File: config.mk
export PLATFORM = sky130hd
export DESIGN_NAME = cpot_queue
export DESIGN_NICKNAME = d
export VERILOG_FILES = /design/src/cpot_pkg.sv /design/src/cpot_queue.sv
export SDC_FILE = /design/constraint.sdc
export NUM_CORES = 1
export LEC_CHECK = 0
export ABC_CLOCK_PERIOD_IN_PS = 11400
export BUFFER_PORTS_ARGS = -buffer_cell sky130_fd_sc_hd__buf_2
export CAP_MARGIN = 0
export CORE_MARGIN = 8
export CORE_UTILIZATION = 57
export CTS_CLUSTER_DIAMETER = 30
export DETAILED_ROUTE_END_ITERATION = 10
export MAX_ROUTING_LAYER = met4
export PLACE_DENSITY = 0.89
export REMOVE_ABC_BUFFERS = 1
export SLEW_MARGIN = 15
export SYNTH_ARGS = -nofsm -noshare
export SYNTH_HDL_FRONTEND = slang
export SYNTH_SLANG_ARGS = --single-unit
File: constraint.sdc
create_clock -name clk -period 11.4 [get_ports clk]
set_input_delay 1.14 -clock clk [delete_from_list [all_inputs] [get_ports clk]]
set_output_delay 1.14 -clock clk [all_outputs]
set_load 0.02 [all_outputs]
File: src/cpot_pkg.sv
// ----------------------------------------------------------------------------
// cpot_pkg: collider pair overlap test shared definitions
// Widths, operation and shape codes, pair classes and the queued job type.
// ----------------------------------------------------------------------------
package cpot_pkg;

  localparam int COORD_WIDTH = 24;
  localparam int SCALE_WIDTH = 16;
  localparam int SCALE_FRAC  = 8;

  // offset + position
  localparam int POS_W  = COORD_WIDTH + 1;
  // size * scale
  localparam int EXT_W  = COORD_WIDTH + SCALE_WIDTH;
  // centre difference
  localparam int DIFF_W = POS_W + 1;
  // box-box corner sums, signed
  localparam int BB_W   = EXT_W + 2;
  // box-circle doubled domain, signed
  localparam int BC_W   = EXT_W + 2;
  // distance from circle centre to clamped point, unsigned
  localparam int DIST_W  = DIFF_W + SCALE_FRAC;
  localparam int DIST_LO = DIST_W / 2;
  localparam int DIST_HI = DIST_W - DIST_LO;
  localparam int RAD_W   = EXT_W;
  localparam int RAD_LO  = RAD_W / 2;
  localparam int RAD_HI  = RAD_W - RAD_LO;
  localparam int SQ_D_W  = 2 * DIST_W;
  localparam int SQ_R_W  = 2 * RAD_W;

  localparam int QUEUE_DEPTH = 4;
  localparam int QUEUE_AW    = $clog2(QUEUE_DEPTH);
  localparam int QUEUE_CW    = $clog2(QUEUE_DEPTH + 1);

  localparam logic OP_LOAD     = 1'b0;
  localparam logic OP_TEST     = 1'b1;
  localparam logic KIND_BOX    = 1'b0;
  localparam logic KIND_CIRCLE = 1'b1;

  // pair class; for PAIR_BC the box is always collider a
  localparam logic [1:0] PAIR_BB = 2'd0;
  localparam logic [1:0] PAIR_BC = 2'd1;
  localparam logic [1:0] PAIR_CC = 2'd2;

  typedef struct packed {
    logic [COORD_WIDTH-1:0] ox;
    logic [COORD_WIDTH-1:0] oy;
    logic [COORD_WIDTH-1:0] sx;
    logic [COORD_WIDTH-1:0] sy;
    logic [COORD_WIDTH-1:0] px;
    logic [COORD_WIDTH-1:0] py;
    logic [SCALE_WIDTH-1:0] kx;
    logic [SCALE_WIDTH-1:0] ky;
  } coll_t;

  typedef struct packed {
    logic [1:0] pair;
    coll_t      a;
    coll_t      b;
  } job_t;

  typedef struct packed {
    logic push;
    job_t job;
  } push_t;

endpackage

File: src/cpot_queue.sv
// ----------------------------------------------------------------------------
// cpot_queue: job queue between front and back
// Small FIFO of classified test jobs; head is read directly.
// ----------------------------------------------------------------------------
module cpot_queue import cpot_pkg::*; (
  input  logic  clk,
  input  logic  rst_n,
  input  push_t wr,
  input  logic  pop,
  output logic  full,
  output logic  empty,
  output job_t  head
);

  job_t                q_mem_r [QUEUE_DEPTH];
  logic [QUEUE_AW-1:0] wr_ptr_r;
  logic [QUEUE_AW-1:0] rd_ptr_r;
  logic [QUEUE_CW-1:0] cnt_r;

  assign full  = (cnt_r == QUEUE_CW'(QUEUE_DEPTH));
  assign empty = (cnt_r == '0);
  assign head  = q_mem_r[rd_ptr_r];

  always_ff @(posedge clk) begin
    if (wr.push) begin
      q_mem_r[wr_ptr_r] <= wr.job;
    end
  end

  always_ff @(posedge clk) begin
    if (!rst_n) begin
      wr_ptr_r <= '0;
      rd_ptr_r <= '0;
      cnt_r    <= '0;
    end else begin
      if (wr.push) begin
        wr_ptr_r <= (wr_ptr_r == QUEUE_AW'(QUEUE_DEPTH - 1)) ? '0 : wr_ptr_r + 1'b1;
      end
      if (pop) begin
        rd_ptr_r <= (rd_ptr_r == QUEUE_AW'(QUEUE_DEPTH - 1)) ? '0 : rd_ptr_r + 1'b1;
      end
      if (wr.push && !pop) begin
        cnt_r <= cnt_r + 1'b1;
      end else if (pop && !wr.push) begin
        cnt_r <= cnt_r - 1'b1;
      end
    end
  end

  a_no_overflow: assert property (@(posedge clk) disable iff (!rst_n)
    wr.push |-> !full)
    else $error("push into full queue");

  a_cnt_range: assert property (@(posedge clk) disable iff (!rst_n)
    cnt_r <= QUEUE_CW'(QUEUE_DEPTH))
    else $error("queue count out of range");

endmodule

==> results.yml <==
sta:
  tightest_slew_ps: 1460
  setup_viol: 0
  fmax_mhz: 188
  hold-worst-slack_ps: 528
  drv_slew: 0
  hold_violations: 0
  setup_ws_ps: 6080
  skew_ps: 52.4
  slew-limit-headroom_pct: 2.96
  post-route-period-util_pct: 46.7
  min_period_ps: 5320
  rsz0062_at_grt: "no"
pwr:
  powerDensity_mw_per_mm2: 217
  leakage_uw: 0.0215
  peakVddDrop_mv: 0.274
setup_path:
  arrival_ps: 4180
  required_ps: 10260
  start_kind: "register"
  worstSetupPathType: "register to output pin"
  r2r_setup_slack_ps: 8530
  end_kind: "output pin"
  crit_path_max_fanout: 102
  rr_startpoint: "wr_ptr_r[0]$_SDFFE_PN0P_"
  reg2reg_depth: 3
  reg2reg_to: "q_mem_r[1][61]$_DFFE_PP_"
placed_design:
  place_inst: 3718
  dp_hpwl_um: 73200
  gp_congestion: 0.805
  dpl_worst_slack_ps: 6840
  io_buffers: 713
layout:
  area_delta_synth_final_pct: 24.1
  final_cells: 4186
  area.sequential_mm2: 0.0427
  nFillCells: 4780
  nets: 3120
  multiInputGateArea_mm2: 0.00825
  drive_gt1_share_pct: 49.3
  utilization_pct: 71.1
  final_cell_mix: "1,416 x edfxtp_1, 713 x buf_2, 354 x mux4_2"
  final_common_cell: "edfxtp_1"
floorplan:
  die_area_mm2: 0.100
  rows: 110
  initial_core_util_pct: 57.3
  core-area_mm2: 0.0897
  boundaryPins: 714
  die_width_um: 316
  die_h_um: 316
clock_tree:
  ctsHoldBuffers: 0
  clk_pin_slew_worst_paths_ps: 50
  cts_root_buf: "clkbuf_16"
  clock-sinks: 1425
  cts_max_path_buffers: 3
  numCtsBuffers: 211
  cts.repair.resized: 0
  cts_tree: "yes"
  htreeDepth: 4
  clock_latency_ps: 790
  postCtsSetupRepairBufs: 0
yosys:
  ys_ff_latch: 1425
  synth_cell_type_count: 23
  yosysSeqAreaShare_pct: 83.1
  synth_area_mm2: 0.0514
  synth_area_per_cell_um2: 27.2
  synth-warning-count: 0
  syn_inst: 1893
routing:
  drtIter0Drc: 2682
  m1WireLength_um: 44000
  viasPerCell: 6.17
  maxUsedRoutingLayer: "met4"
  drtAntennaViolNets: 0
  wl_per_cell_um: 32.7
  drc: 0
  met3WireLength_um: 11900
  vias: 25821
  wl_met2_um: 73700
  drtPass1Iterations: 5
  drt-total-wl_um: 137000
global_routing:
  grt_max_degree: 163
  gr-total-overflow: 0
  grt_use_total_pct: 27.4
  grt_pass1_vias: 27387
  grt_pass1_wl_um: 190000
  antenna_found_initial: 58
min_path:
  hold_path.class: "register to register"
  holdPathEnd: "cnt_r[2]$_SDFFE_PN0P_"
  min_from: "cnt_r[2]$_SDFFE_PN0P_"
  hold_path_depth: 2
flow_run:
  drv_cap: 0
status:
  status: "complete, no violations"
==> state kept, by name, summed over array words and instances (netlist names), named ones only <==
signal	count
wr_ptr_r	2
rd_ptr_r	2
q_mem_r	1416
cnt_r	3
==> layout make-up <==
class,count,area share [%]
timing repair buffer,728,6.01
sequential,1425,67.0
clock inverter,168,3.05
clock buffer,231,8.46
inverter,4,0.0235
multi-input combinational,385,12.9
antenna,69,0.271
tap,1176,2.31
==> per-stage QoR <==
| step | setup TNS (ps) | area [µm²] | power (µW) |
|---|---|---|---|
| after floorplan | -1905370 | 51000 | 7040 |
| after global placement | 0 | 56300 | 7230 |
| after detailed placement | 0 | 56300 | 7300 |
| after CTS | 0 | 63600 | 13900 |
| after global routing | 0 | 63800 | 14200 |
| final | 0 | 63800 | 13800 |
==> cells in the mapped netlist <==
| library cell | count | area, µm² |
|---|---|---|
| edfxtp_1 | 1416 | 42500 |
| or3_1 | 1 | 6.26 |
| o21a_1 | 1 | 7.51 |
| and2_1 | 5 | 31.3 |
| inv_1 | 4 | 15.0 |
| buf_4 | 20 | 150 |
| fa_1 | 1 | 20.0 |
| xnor2_1 | 1 | 8.76 |
| nor3_1 | 2 | 10.0 |
| buf_6 | 8 | 90.1 |
| mux4_2 | 354 | 7970 |
| ha_1 | 6 | 75.1 |
| dfxtp_1 | 9 | 180 |
| buf_1 | 14 | 52.6 |
| nor2b_1 | 5 | 31.3 |
| nor3b_1 | 1 | 7.51 |
| buf_2 | 22 | 110 |
| a21boi_0 | 1 | 7.51 |
| xor2_1 | 1 | 8.76 |
| o21ai_0 | 1 | 5.00 |
| nor2_1 | 1 | 3.75 |
| clkbuf_1 | 15 | 56.3 |
| mux2i_1 | 4 | 40.0 |
==> per-layer routing <==
metal	up-vias	GRT usage (%)
met5	-	-
met4	0	14.3
met3	364	7.33
li1	10180	-
met2	1716	46.8
met1	13561	29.3
==> power breakdown <==
part           switching (µW)  total, µW  internal [µW]
clock network            2560       6580           4020
registers                89.3       6110           6020
logic                     722       1130            413
total                    3370      13800          10500
==> how the worst max path moves through the flow <==
stage	start	endpoint	slack [ps]
floorplan	register	head[0]	-5380
global placement	register	head[202]	6870
detailed placement	register	head[353]	6840
CTS	register	head[256]	5930
global route	register	head[86]	5710
finish	register	head[86]	6080
==> critical path, cell delays in order, from the launching register on <==
cell and delay, ps:
dfxtp_4 900, buf_4 740, buf_12 710, mux4_2 670
buf_2 200
==> cells by family after synthesis <==
kind of cell,after synthesis,share of synthesized area (%)
flip-flops,1425,83.1
multiplexers,358,15.6
buffers and inverters,83,0.922
AND/OR/NAND/NOR,15,0.175
adder cells (fa/ha/maj),7,0.185
AO/OA/AOI/OAI,3,0.0389
XOR/XNOR,2,0.0341
Power figures use the tool's default switching activity.
