`src/cpot_pkg.sv`:
```
// ----------------------------------------------------------------------------
// cpot_pkg: collider pair overlap test shared definitions
// Widths, operation and shape codes, pair classes and the queued job type.
// ----------------------------------------------------------------------------
package cpot_pkg;

  localparam int COORD_WIDTH = 24;
  localparam int SCALE_WIDTH = 16;
  localparam int SCALE_FRAC  = 8;

  // offset + position
  localparam int POS_W  = COORD_WIDTH + 1;
  // size * scale
  localparam int EXT_W  = COORD_WIDTH + SCALE_WIDTH;
  // centre difference
  localparam int DIFF_W = POS_W + 1;
  // box-box corner sums, signed
  localparam int BB_W   = EXT_W + 2;
  // box-circle doubled domain, signed
  localparam int BC_W   = EXT_W + 2;
  // distance from circle centre to clamped point, unsigned
  localparam int DIST_W  = DIFF_W + SCALE_FRAC;
  localparam int DIST_LO = DIST_W / 2;
  localparam int DIST_HI = DIST_W - DIST_LO;
  localparam int RAD_W   = EXT_W;
  localparam int RAD_LO  = RAD_W / 2;
  localparam int RAD_HI  = RAD_W - RAD_LO;
  localparam int SQ_D_W  = 2 * DIST_W;
  localparam int SQ_R_W  = 2 * RAD_W;

  localparam int QUEUE_DEPTH = 4;
  localparam int QUEUE_AW    = $clog2(QUEUE_DEPTH);
  localparam int QUEUE_CW    = $clog2(QUEUE_DEPTH + 1);

  localparam logic OP_LOAD     = 1'b0;
  localparam logic OP_TEST     = 1'b1;
  localparam logic KIND_BOX    = 1'b0;
  localparam logic KIND_CIRCLE = 1'b1;

  // pair class; for PAIR_BC the box is always collider a
  localparam logic [1:0] PAIR_BB = 2'd0;
  localparam logic [1:0] PAIR_BC = 2'd1;
  localparam logic [1:0] PAIR_CC = 2'd2;

  typedef struct packed {
    logic [COORD_WIDTH-1:0] ox;
    logic [COORD_WIDTH-1:0] oy;
    logic [COORD_WIDTH-1:0] sx;
    logic [COORD_WIDTH-1:0] sy;
    logic [COORD_WIDTH-1:0] px;
    logic [COORD_WIDTH-1:0] py;
    logic [SCALE_WIDTH-1:0] kx;
    logic [SCALE_WIDTH-1:0] ky;
  } coll_t;

  typedef struct packed {
    logic [1:0] pair;
    coll_t      a;
    coll_t      b;
  } job_t;

  typedef struct packed {
    logic push;
    job_t job;
  } push_t;

endpackage

```
`src/cpot_front.sv`:
```
// ----------------------------------------------------------------------------
// cpot_front: input transaction acceptance and pair classification
// Holds collider A, takes loads, and queues classified test jobs.
// ----------------------------------------------------------------------------
module cpot_front import cpot_pkg::*; (
  input  logic                          clk,
  input  logic                          rst_n,
  input  logic                          in_valid,
  output logic                          in_stall,
  input  logic                          in_operation,
  input  logic                          in_kind,
  input  logic signed [COORD_WIDTH-1:0] in_offset_x,
  input  logic signed [COORD_WIDTH-1:0] in_offset_y,
  input  logic        [COORD_WIDTH-1:0] in_size_x,
  input  logic        [COORD_WIDTH-1:0] in_size_y,
  input  logic signed [COORD_WIDTH-1:0] in_pos_x,
  input  logic signed [COORD_WIDTH-1:0] in_pos_y,
  input  logic        [SCALE_WIDTH-1:0] in_scale_x,
  input  logic        [SCALE_WIDTH-1:0] in_scale_y,
  input  logic                          q_full,
  output push_t                         q_wr
);

  coll_t held_r;
  logic  held_kind_r;
  coll_t cur_c;
  logic  accept_c;

  assign in_stall = q_full;
  assign accept_c = in_valid & ~q_full;

  assign cur_c = '{ox: in_offset_x, oy: in_offset_y, sx: in_size_x, sy: in_size_y,
                   px: in_pos_x, py: in_pos_y, kx: in_scale_x, ky: in_scale_y};

  // classify; a box facing a circle always goes first
  always_comb begin
    q_wr.push     = accept_c & (in_operation == OP_TEST);
    q_wr.job.a    = held_r;
    q_wr.job.b    = cur_c;
    q_wr.job.pair = PAIR_CC;
    if (held_kind_r == KIND_BOX && in_kind == KIND_BOX) begin
      q_wr.job.pair = PAIR_BB;
    end else if (held_kind_r == KIND_BOX) begin
      q_wr.job.pair = PAIR_BC;
    end else if (in_kind == KIND_BOX) begin
      q_wr.job.pair = PAIR_BC;
      q_wr.job.a    = cur_c;
      q_wr.job.b    = held_r;
    end
  end

  always_ff @(posedge clk) begin
    if (!rst_n) begin
      held_r      <= '0;
      held_kind_r <= KIND_BOX;
    end else if (accept_c && in_operation == OP_LOAD) begin
      held_r      <= cur_c;
      held_kind_r <= in_kind;
    end
  end

endmodule

```
`config.mk`:
```
export PLATFORM = sky130hd
export DESIGN_NAME = cpot_front
export DESIGN_NICKNAME = d
export VERILOG_FILES = /design/src/cpot_pkg.sv /design/src/cpot_front.sv
export SDC_FILE = /design/constraint.sdc
export NUM_CORES = 1
export LEC_CHECK = 0
export ABC_AREA = 1
export BUFFER_PORTS_ARGS = -buffer_cell sky130_fd_sc_hd__buf_4
export CELL_PAD_IN_SITES_DETAIL_PLACEMENT = 2
export CELL_PAD_IN_SITES_GLOBAL_PLACEMENT = 2
export CORE_ASPECT_RATIO = 1.1
export CORE_MARGIN = 3
export CORE_UTILIZATION = 20
export CTS_CLUSTER_DIAMETER = 120
export CTS_CLUSTER_SIZE = 28
export DETAILED_ROUTE_END_ITERATION = 10
export PLACE_DENSITY_LB_ADDON = 0.2
export SYNTH_ARGS = -nofsm -noshare
export SYNTH_HDL_FRONTEND = slang
export SYNTH_SLANG_ARGS = --single-unit
```
`constraint.sdc`:
```
create_clock -name clk -period 1.3 [get_ports clk]
set_clock_uncertainty 0.1 [all_clocks]
set_input_delay 0.065 -clock clk [delete_from_list [all_inputs] [get_ports clk]]
set_output_delay 0.065 -clock clk [all_outputs]
set_load 0.005 [all_outputs]
```
==> results.yml <==
layout:
  num-nets-final: 3009
  syn_to_final_growth_pct: 94.0
  drive_above_1_share_pct: 36.5
grt:
  grt_antenna_before_repair: 4
  grt_max_degree: 75
  grt_first_pass_wirelength_um: 104000
  grt.overflow.total: 0
  grt_use_total_pct: 21.7
  grt_pass1_vias: 18300
logic_synthesis:
  muxShareOfSynthArea_pct: 0
  ys_warn_count: 0
  yosys_register_bits: 177
  yosysSeqAreaShare_pct: 30.8
  synth_compound_area_share_pct: 7.65
  synth.distinct_cells: 16
  syn_nets: 2292
  synth-simple-area-share_pct: 48.3
  syn-instance-count: 2108
  synthAdderAreaFrac_pct: 0.217
  synth_top_family_by_area: "simple AND/OR/NAND/NOR gates"
  syn-mean-instance-area_um2: 5.46
  syn_area_um2: 11500
  synth_xor_area_share_pct: 0
worst_setup_path:
  crit_top_cell: "nand2_1"
  cp-end-kind: "primary output"
  r2r_start: "held_r[131]"
  cp_slowest_stage_delay_ns: 0.36
  required_ns: 1.13
  crit_chain: "inv_4 -> ha_4 -> nor2_4 -> nand2_8 -> buf_12 -> buf_16 -> clkbuf_16 -> nand2_1 -> nand2_1 -> buf_4"
  startpoint: "held_kind_r"
  crit_type: "flip-flop to primary output"
  path_max_fanout: 8
  cp_top_family: "buffers and inverters"
  cp_slowest_cell: "dfxtp_2"
  startpoint_type: "flip-flop"
  cp.arrival_ns: 2.18
  worst-path-buf-inv: 5
floorplanning:
  core_area_um2: 56500
  boundaryPins: 538
  start_util_pct: 20.4
  dieArea_um2: 60500
  rows: 91
  dieHeight_um: 258
  fp.dieW_um: 235
flow_run:
  maxCapViolCount: 0
detailed_routing:
  drt-total-wl_um: 72600
  first_pass_iters: 4
  viasPerCell: 4.61
  ant_nets: 0
  avgRoutedWirePerCell_um: 20.3
  drc: 0
  num_vias: 16500
  initialDrtViolationCount: 653
worst_hold_path:
  hp-start: "in_valid"
  hp-class: "input port to flip-flop"
place:
  dp_hpwl_um: 47600
  post-place-ws_ns: -0.502
  place.gp.congestion: 0.784
  port_buffers: 537
timing:
  worst_slack_ns: -1.04
  finalSetupTns_ns: -367.23
  relSlewSlack_pct: 32.7
  rsz0062_at_grt: "true"
  worst_slew_pin_slew_ns: 1.01
  slew_violations: 0
  fin_crit_ns: 2.34
  period_share_pct: 180
  finalHoldViolations: 0
  timing.fmax_ghz: 0.427
  setup_violations: 530
run_status:
  status: "finished, violations left"
  failed_checks: "negative setup slack"
clock_tree:
  clk_pin_slew_worst_paths_ns: 0.08
  numCtsBuffers: 17
  cts_tree: "yes"
  h-tree-depth: 4
  cts_num_sinks: 177
  clk_latency_ns: 0.49
  clockRootBuffer: "clkbuf_16"
  clockBufferDepth: 2
pwr:
  leakagePower_uw: 0.0117
  peakVddDrop_uv: 803
  power.density_nw_per_um2: 774
  power_uw: 17300
-- routing by layer --
layer  GRT usage, %  vias to the layer above  part of all wire [%]
met5              0                        -                     0
met4           10.1                        0                   4.0
met3           5.71                      120                   4.9
met2           38.9                      400                    52
met1           23.9                     8176                    39
li1               -                     7845                     -
-- final timing paths --
| kind | endpoint | slack (ns) | cells after the start |
|---|---|---|---|
| setup reg to reg | held_r[131] | 0 | 5 |
| hold reg to reg | held_r[120] | 0.45 | 4 |
| hold / removal | held_r[53] | 0.09 | 5 |
| setup / recovery | q_wr[279] | -1.04 | 10 |
-- synth_stat cells --
cell | count | area (um2)
nand2_1 | 883 | 3310
ha_1 | 2 | 25.0
nand3_2 | 1 | 10.0
nand2_2 | 1 | 6.26
buf_2 | 118 | 591
inv_1 | 178 | 668
o21ai_1 | 176 | 881
clkbuf_1 | 21 | 78.8
nor2_4 | 1 | 11.3
dfxtp_1 | 177 | 3540
buf_4 | 6 | 45.0
inv_2 | 2 | 7.51
nand3_1 | 176 | 881
buf_6 | 10 | 113
nor2_1 | 355 | 1330
buf_1 | 1 | 3.75
-- cell usage in the layout, fill, tap and decap left out, drive strengths merged --
cell	count
nand2	884
buf	652
nor2	356
inv	183
dlygate4sd3	181
dfxtp	177
nand3	177
o21ai	176
clkbuf	41
clkinv	5
diode	4
bufinv	3
ha	2
bufbuf	1
-- kinds of logic (layout without fill, tap and decap cells) --
group | count (synthesis) | after routing
compound gates | 176 | 176
other cells | 0 | 4
simple gates | 1417 | 1417
fa+ha+maj | 2 | 2
buf+inv | 336 | 1066
flops | 177 | 177
-- area by class of cell --
type | instances | area [um2]
clock buffer | 21 | 470
inverter | 180 | 683
antenna | 4 | 10.0
fill | 6610 | 34100
sequential | 177 | 3540
tap | 744 | 931
multi-input combinational | 1595 | 8000
clock inverter | 11 | 151
timing repair buffer | 854 | 8540
-- report_power, final --
| part | internal, uW | leakage (uW) | switching [uW] |
|---|---|---|---|
| clock network | 3200 | 0.000310 | 2660 |
| logic | 2710 | 0.00993 | 2800 |
| registers | 5710 | 0.00145 | 198 |
| total | 11600 | 0.0117 | 5660 |
-- registers in the layout, summed over array words and instances, names as in the netlist --
name	cells
held_kind_r	1
held_r	176
-- metrics by stage --
| stage | instances | area, um2 | util (%) | hold slack [ns] |
|---|---|---|---|---|
| after floorplan | 2108 | 11600 | - | 0.0998 |
| after global placement | 3320 | 16900 | 30.0 | 0.206 |
| after detailed placement | 3320 | 16900 | 30.0 | 0.216 |
| after CTS | 3553 | 20500 | 36.3 | 0.0499 |
| after global routing | 3585 | 22300 | 39.5 | 0.0963 |
| final | 3586 | 22300 | 39.5 | 0.0902 |
-- timing repair --
item                                   CTS  global route
buffers inserted                         9             3
endpoints found under the hold margin  177             0
cloned                                  11            26
hold buffers                           181             0
setup endpoints to repair              354           531
gates resized for setup                204           326
pin swaps                               13             6
-- worst register-to-register path, stage by stage (launching register included) --
cell and delay (ns):
dfxtp_1 0.31, inv_1 0.07, nand2_1 0.06, nand2_1 0.06
nor2_1 0.04, dlygate4sd3_1 0.55
No activity file was read; power rests on OpenSTA's default activity.
